[src/rtl/lds_pkg.sv]
package lds_pkg;

  // input item and result item
  typedef struct packed {
    logic signed [15:0] log_prob;
    logic        [15:0] uniform_draw;
    logic               last_item;
  } in_item_t;

  typedef struct packed {
    logic [5:0] sampled_index;
    logic       capacity_exceeded;
  } result_t;

  // sequencer states
  typedef enum logic [2:0] {
    S_IDLE,
    S_LSE,
    S_RD,
    S_DIFF,
    S_TERM,
    S_ACC
  } state_t;

  // quarter-step segments covered by each table
  localparam int SP_SEGS = 64;
  localparam int EX_SEGS = 48;

  // round(256*ln(1+e^-x)), x = 0, 0.25, ..., 16
  localparam logic [16:0] SP_TAB [65] = '{
    0: 17'd177, 1: 17'd147, 2: 17'd121, 3: 17'd99, 4: 17'd80, 5: 17'd64,
    6: 17'd52, 7: 17'd41, 8: 17'd32, 9: 17'd26, 10: 17'd20, 11: 17'd16,
    12: 17'd12, 13: 17'd10, 14: 17'd8, 15: 17'd6, 16: 17'd5, 17: 17'd4,
    18: 17'd3, 19: 17'd2, 20: 17'd2, 21: 17'd1, 22: 17'd1, 23: 17'd1,
    24: 17'd1, default: 17'd0
  };

  // round(65536*e^-x), x = 0, 0.25, ..., 12
  localparam logic [16:0] EX_TAB [49] = '{
    17'd65536, 17'd51039, 17'd39750, 17'd30957, 17'd24109, 17'd18776,
    17'd14623, 17'd11388, 17'd8869, 17'd6907, 17'd5380, 17'd4190,
    17'd3263, 17'd2541, 17'd1979, 17'd1541, 17'd1200, 17'd935,
    17'd728, 17'd567, 17'd442, 17'd344, 17'd268, 17'd209,
    17'd162, 17'd127, 17'd99, 17'd77, 17'd60, 17'd47,
    17'd36, 17'd28, 17'd22, 17'd17, 17'd13, 17'd10,
    17'd8, 17'd6, 17'd5, 17'd4, 17'd3, 17'd2,
    17'd2, 17'd1, 17'd1, 17'd1, 17'd1, 17'd1,
    17'd0
  };

  // linear interpolation in a decreasing quarter-step table, zero past its end
  function automatic logic [16:0] lut_interp(input logic use_exp, input logic [15:0] d);
    logic [9:0]  seg;
    logic [5:0]  frac;
    logic [16:0] t0;
    logic [16:0] t1;
    logic [22:0] prod;
    logic [16:0] res;
    seg  = d[15:6];
    frac = d[5:0];
    t0   = '0;
    t1   = '0;
    res  = '0;
    if (use_exp) begin
      if (seg < 10'(EX_SEGS)) begin
        t0 = EX_TAB[seg[5:0]];
        t1 = EX_TAB[seg[5:0] + 6'd1];
      end
    end else begin
      if (seg < 10'(SP_SEGS)) begin
        t0 = SP_TAB[seg[6:0]];
        t1 = SP_TAB[seg[6:0] + 7'd1];
      end
    end
    prod = 23'(t0 - t1) * 23'(frac) + 23'd32;
    res  = t0 - 17'(prod >> 6);
    return res;
  endfunction

endpackage

[src/rtl/log_domain_categorical_sampler.sv]
// Log-domain categorical sampler. Feed one item per entry: a signed Q8.8
// unnormalized log probability. Pulse start while busy is low; the item is
// taken on that edge. Each entry is written to an on-chip store and folded
// into a running log-sum-exp (max plus an interpolated softplus table). The
// first entry of a run and any dropped entry need no further step; every
// other entry adds a softplus step on the shared table-interpolation unit.
// The item flagged last_item also carries a Q0.16 uniform draw and starts
// the sampling pass: the store is walked from entry 0, each entry taking a
// store read, the difference to the log sum, an exp table step on the same
// shared unit, and an accumulate and compare. The result (chosen index, low
// 6 bits, and a capacity flag) is shown for exactly one cycle with done high;
// the receiver cannot stall it, so it must take it then. Items past
// MAX_ENTRIES are dropped and reported through capacity_exceeded. The block
// clears its run state after every result. The store needs no clearing: only
// entries written in the current run are read.
module log_domain_categorical_sampler import lds_pkg::*; #(
  parameter int MAX_ENTRIES = 64
) (
  input  logic     clk,
  input  logic     rst,
  input  logic     start,
  input  in_item_t item,
  output logic     busy,
  output logic     done,
  output result_t  result
);

  localparam int IDXW = $clog2(MAX_ENTRIES);
  localparam int CNTW = $clog2(MAX_ENTRIES + 1);

  // control state
  state_t            state, state_next;
  logic [CNTW-1:0]   count, count_next;
  logic              overflow, overflow_next;
  logic              pend_last, pend_last_next;
  logic              done_next;

  // run data
  logic signed [15:0] total, total_next;
  logic        [15:0] draw, draw_next;
  logic signed [15:0] hi, hi_next;
  logic        [15:0] dval, dval_next;
  logic        [16:0] term, term_next;
  logic        [16:0] acc, acc_next;
  logic [IDXW-1:0]    ptr, ptr_next;
  result_t            result_next;

  // store port
  logic              ram_we;
  logic [IDXW-1:0]   ram_waddr;
  logic [15:0]       ram_rdata;

  // shared interpolation unit
  logic              unit_exp;
  logic [16:0]       unit_out;

  // datapath helpers
  logic              accept;
  logic signed [16:0] in_diff;
  logic signed [16:0] rd_diff;
  logic signed [17:0] lse_sum;
  logic [16:0]       acc_sum;
  logic              at_end;

  lds_ram #(
    .WIDTH (16),
    .DEPTH (MAX_ENTRIES)
  ) u_store (
    .clk   (clk),
    .we    (ram_we),
    .waddr (ram_waddr),
    .wdata (item.log_prob),
    .raddr (ptr),
    .rdata (ram_rdata)
  );

  assign busy   = (state != S_IDLE);
  assign accept = start && !busy;

  // softplus in the update step, exp in the sampling pass
  assign unit_exp = (state != S_LSE);
  assign unit_out = lut_interp(unit_exp, dval);

  assign in_diff = 17'(total) - 17'(item.log_prob);
  assign rd_diff = 17'(total) - 17'($signed(ram_rdata));
  assign lse_sum = 18'(hi) + 18'(unit_out);
  assign acc_sum = acc + term;
  assign at_end  = (CNTW'(ptr) == count - CNTW'(1));

  assign ram_waddr = count[IDXW-1:0];

  always_comb begin
    state_next     = state;
    count_next     = count;
    overflow_next  = overflow;
    pend_last_next = pend_last;
    done_next      = 1'b0;
    total_next     = total;
    draw_next      = draw;
    hi_next        = hi;
    dval_next      = dval;
    term_next      = term;
    acc_next       = acc;
    ptr_next       = ptr;
    result_next    = result;
    ram_we         = 1'b0;

    unique case (state)
      S_IDLE: begin
        if (accept) begin
          draw_next      = item.uniform_draw;
          pend_last_next = item.last_item;
          acc_next       = '0;
          ptr_next       = '0;
          if (count < CNTW'(MAX_ENTRIES)) begin
            ram_we     = 1'b1;
            count_next = count + CNTW'(1);
            if (count == '0) begin
              // first entry: the log sum is the entry itself
              total_next = item.log_prob;
              if (item.last_item) begin
                state_next = S_RD;
              end
            end else begin
              // larger operand and magnitude of the difference
              if (in_diff < 0) begin
                hi_next   = item.log_prob;
                dval_next = 16'(-in_diff);
              end else begin
                hi_next   = total;
                dval_next = in_diff[15:0];
              end
              state_next = S_LSE;
            end
          end else begin
            // store full: drop the entry, keep sampling if it ends the run
            overflow_next = 1'b1;
            if (item.last_item) begin
              state_next = S_RD;
            end
          end
        end
      end

      S_LSE: begin
        // max plus softplus, saturated at the top of Q8.8
        if (lse_sum > 18'sd32767) begin
          total_next = 16'sh7FFF;
        end else begin
          total_next = lse_sum[15:0];
        end
        state_next = pend_last ? S_RD : S_IDLE;
      end

      S_RD: begin
        // store read in flight for entry ptr
        state_next = S_DIFF;
      end

      S_DIFF: begin
        // entries above the log sum count as a whole unit
        dval_next  = (rd_diff < 0) ? 16'd0 : rd_diff[15:0];
        state_next = S_TERM;
      end

      S_TERM: begin
        term_next  = unit_out;
        state_next = S_ACC;
      end

      S_ACC: begin
        acc_next = acc_sum;
        if (acc_sum > 17'(draw) || at_end) begin
          // first crossing, or clamp to the last stored entry
          result_next.sampled_index     = 6'(ptr);
          result_next.capacity_exceeded = overflow;
          done_next      = 1'b1;
          count_next     = '0;
          total_next     = '0;
          overflow_next  = 1'b0;
          pend_last_next = 1'b0;
          state_next     = S_IDLE;
        end else begin
          ptr_next   = ptr + IDXW'(1);
          state_next = S_RD;
        end
      end

      default: begin
        state_next = S_IDLE;
      end
    endcase
  end

  always_ff @(posedge clk) begin
    if (rst) begin
      state     <= S_IDLE;
      count     <= '0;
      overflow  <= 1'b0;
      pend_last <= 1'b0;
      done      <= 1'b0;
      total     <= '0;
    end else begin
      state     <= state_next;
      count     <= count_next;
      overflow  <= overflow_next;
      pend_last <= pend_last_next;
      done      <= done_next;
      total     <= total_next;
    end
    draw   <= draw_next;
    hi     <= hi_next;
    dval   <= dval_next;
    term   <= term_next;
    acc    <= acc_next;
    ptr    <= ptr_next;
    result <= result_next;
  end

  // a result only follows an accumulate step
  a_done_after_acc: assert property (@(posedge clk) disable iff (rst)
    done |-> $past(state) == S_ACC)
    else $error("result strobe without accumulate step");

  // run state is cleared together with the result
  a_clear_on_done: assert property (@(posedge clk) disable iff (rst)
    done |-> (count == '0) && !overflow && (total == '0))
    else $error("run state not cleared with result");

  // the fill count never passes the store depth
  a_count_bound: assert property (@(posedge clk) disable iff (rst)
    count <= CNTW'(MAX_ENTRIES))
    else $error("entry count beyond capacity");

  // the walk stops at the first crossing, so the total so far stays at or below the draw
  a_acc_below_draw: assert property (@(posedge clk) disable iff (rst)
    (state == S_ACC) |-> acc <= 17'(draw))
    else $error("walk continued past the draw");

  // the walk only visits stored entries
  a_ptr_in_run: assert property (@(posedge clk) disable iff (rst)
    (state == S_RD || state == S_DIFF || state == S_TERM || state == S_ACC)
      |-> CNTW'(ptr) < count)
    else $error("store read beyond stored entries");

endmodule

[src/rtl/lds_ram.sv]
module lds_ram import lds_pkg::*; #(
  parameter int WIDTH = 16,
  parameter int DEPTH = 64
) (
  input  logic                     clk,
  input  logic                     we,
  input  logic [$clog2(DEPTH)-1:0] waddr,
  input  logic [WIDTH-1:0]         wdata,
  input  logic [$clog2(DEPTH)-1:0] raddr,
  output logic [WIDTH-1:0]         rdata
);

  logic [WIDTH-1:0] mem [DEPTH];

  always_ff @(posedge clk) begin
    if (we) begin
      mem[waddr] <= wdata;
    end
    rdata <= mem[raddr];
  end

endmodule

[config.mk]
export PLATFORM = sky130hd
export DESIGN_NAME = log_domain_categorical_sampler
export DESIGN_NICKNAME = d
export VERILOG_FILES = /design/src/rtl/lds_pkg.sv /design/src/rtl/log_domain_categorical_sampler.sv /design/src/rtl/lds_ram.sv
export SDC_FILE = /design/constraint.sdc
export NUM_CORES = 2
export LEC_CHECK = 0
export BUFFER_PORTS_ARGS = -buffer_cell sky130_fd_sc_hd__buf_2
export CAP_MARGIN = 25
export CORE_AREA = 2 2 308 310
export CTS_CLUSTER_DIAMETER = 30
export CTS_CLUSTER_SIZE = 8
export DETAILED_ROUTE_END_ITERATION = 6
export DIE_AREA = 0 0 310 312
export PLACE_DENSITY = 0.76
export SKIP_CTS_REPAIR_TIMING = 1
export SYNTH_ARGS = -nofsm -noshare
export SYNTH_HDL_FRONTEND = slang
export SYNTH_SLANG_ARGS = --single-unit
[constraint.sdc]
create_clock -name clk -period 14.8 [get_ports clk]
set_clock_uncertainty 0.1 [all_clocks]
set_input_delay 1.48 -clock clk [delete_from_list [all_inputs] [get_ports clk]]
set_output_delay 1.48 -clock clk [all_outputs]
set_load 0.01 [all_outputs]
==> impl_metrics.json <==
{
  "outcome": "complete, no violations",
  "cts_buffer_depth": 3,
  "async_flop_share_pct": 0,
  "synth.largest_area_cell": "edfxtp_1",
  "ys.flop_type": "edfxtp_1",
  "synth_common_cells": "1,119 x edfxtp_1, 337 x mux4_2, 214 x inv_1, 205 x nor2_1, 193 x ha_1",
  "r2r_cells": 50,
  "syn_area_per_cell_um2": 15.9,
  "syn_nets": 3817,
  "tritoncts": "built",
  "fmax_mhz": 74.0,
  "max-slew-margin-rel_pct": 27.4,
  "via_per_inst": 6.69,
  "path_buf_inv": 6,
  "holdPathStages": 0,
  "cp_max_fo": 18,
  "insertion_delay_ps": 800,
  "grt_overflow_total": 0,
  "cp.arrival_ps": 14070,
  "routed_wl_mm": 157,
  "synth-edff-count": 1119,
  "critPathLaunchType": "flip-flop",
  "die_area_um2": 96700,
  "ys_types": 99,
  "final_area_um2": 64400,
  "die-height_um": 312,
  "rsz0062_at_grt": "no",
  "drt_first_pass_iters": 7,
  "critical_path_class": "reg2reg",
  "yosys-top-cells-area": "edfxtp_1 60%, mux4_2 14%, ha_1 4.3%",
  "cts_sinks": 1164,
  "netlist.area_leader.share_pct": 60.3,
  "syn_area_um2": 55700,
  "maxCapViolations": 0,
  "antenna_found_initial": 10,
  "drt-initial-drc-count": 4734,
  "grt_pass1_wl_mm": 230,
  "grt_pass1_vias": 34651,
  "hold_viol": 0,
  "top_level_ports": 45,
  "fin_nets": 4019,
  "routedWlPerCell_um": 30.7,
  "die_x_um": 310,
  "ys_ff_latch": 1164,
  "fin_setup_tns_ps": 0,
  "core_area_um2": 93000,
  "setup_viol": 0,
  "io_buffers": 44,
  "remaining_drc_errors": 0,
  "critPathMaxStageDelay_ps": 710,
  "hold_class": "reg2reg",
  "area_growth_pct": 15.6,
  "maxSlewViolCount": 0,
  "yosysWarningCount": 0,
  "clockRootBuffer": "clkbuf_16",
  "gr-usage-all-layers_pct": 33.0,
  "cp.depth": 50,
  "dpl_cell_area_um2": 57800,
  "ant_nets": 0,
  "rows": 112,
  "end_kind": "flip-flop",
  "yosysMostFrequentCell": "edfxtp_1",
  "cts_buffers": 207,
  "start_util_pct": 59.9,
  "placed_cells": 4758,
  "layout-drive-gt1-share_pct": 21.5,
  "grt_max_degree": 111,
  "crit_family": "compound AO/OA/AOI/OAI gates",
  "slowest_stage": "xnor2_2",
  "tightestPinTransition_ps": 1090,
  "yosysSeqAreaShare_pct": 61.9,
  "routabilityCongestion": 0.963,
  "netlist_instances": 3512,
  "worstPathRequired_ps": 15350,
  "htree_levels": 4,
  "instances_no_fill": 5116,
  "period_minus_slack_ps": 13520,
  "clk_pin_slew_worst_paths_ps": 40,
  "dp_hpwl_mm": 90.4,
  "vias": 34242,
  "fin_crit_sh_pct": 91.4
}
[worst reg2reg max path, delay by kind of cell (launching register included)]
kind / cells / cell delay [ps]
xor+xnor: 2 / 1080
compound gates: 22 / 4910
fa+ha+maj: 10 / 4130
flops: 1 / 600
simple gates: 10 / 1840
buf+inv: 6 / 750
[layout make-up]
cell class / count / area (um2)
repair buffers: 171 / 1200
clock inverters: 85 / 1010
diodes: 6 / 15.0
inverters: 217 / 815
well taps: 1254 / 1570
flip-flops and latches: 1164 / 34500
multi-input cells: 1953 / 19700
fillers: 5694 / 28600
clock buffers: 266 / 5580
[routing by layer]
layer  up-vias  part of all wire [%]  track usage [%]
li1      14164                     -                -
met1     17254                    36             42.7
met2      2319                    48             51.9
met3       495                    10             8.34
met4        10                   5.9             17.7
met5         -                 0.046                0
[stage by stage]
stage / util [%] / setup slack [ps] / hold slack (ps)
global route: 69.2 / 642 / 347
detailed placement: 62.1 / 1450 / 325
finish: 69.2 / 1280 / 329
floorplan: - / 2770 / 309
CTS: 69.2 / 1430 / 327
global placement: 62.1 / 1770 / 329
[cells in the final DEF, fill, tap and decap left out, drive strengths merged, types with 24 or more instances in the layout]
master / count
edfxtp: 1119
mux4: 337
clkbuf: 266
inv: 216
nor2: 206
ha: 193
buf: 171
nand2: 152
a21oi: 130
o21ai: 102
xnor2: 83
and2: 81
fa: 76
clkinv: 61
xor2: 51
dfxtp: 45
nor3: 45
a21o: 41
nand3: 39
a211oi: 34
and3: 34
nand2b: 30
nor2b: 26
a31oi: 24
[kinds of logic (layout without fill, tap and decap cells)]
logic type,count (synthesis),in the layout,share of synthesized area [%]
DFF,1164,1164,61.9
and+or+nand+nor,682,682,6.07
AOI/OAI and AO/OA,521,521,6.26
buffers and inverters,395,739,2.74
muxes,344,344,13.7
adders and majority gates,271,271,7.10
xor gates and xnor gates,135,135,2.19
other,0,6,0
[path summary, 6_finish.rpt]
path	start	end	slack (ps)
max	dval[7]	total[5]	1280
min	overflow	result[0]	330
max reg2reg	dval[7]	total[5]	1280
min reg2reg	overflow	result[0]	330
[registers in the layout, indices dropped and copies added, names as in the netlist, 16 cells and up]
signal,cells
dval,16
term,17
total,16
u_store.mem,1024
u_store.rdata,16
hi,16
draw,16
acc,17
Power is left out: the tool's default activity adds up to more than one toggle a clock period on the data nets, which glitch-free logic cannot reach.
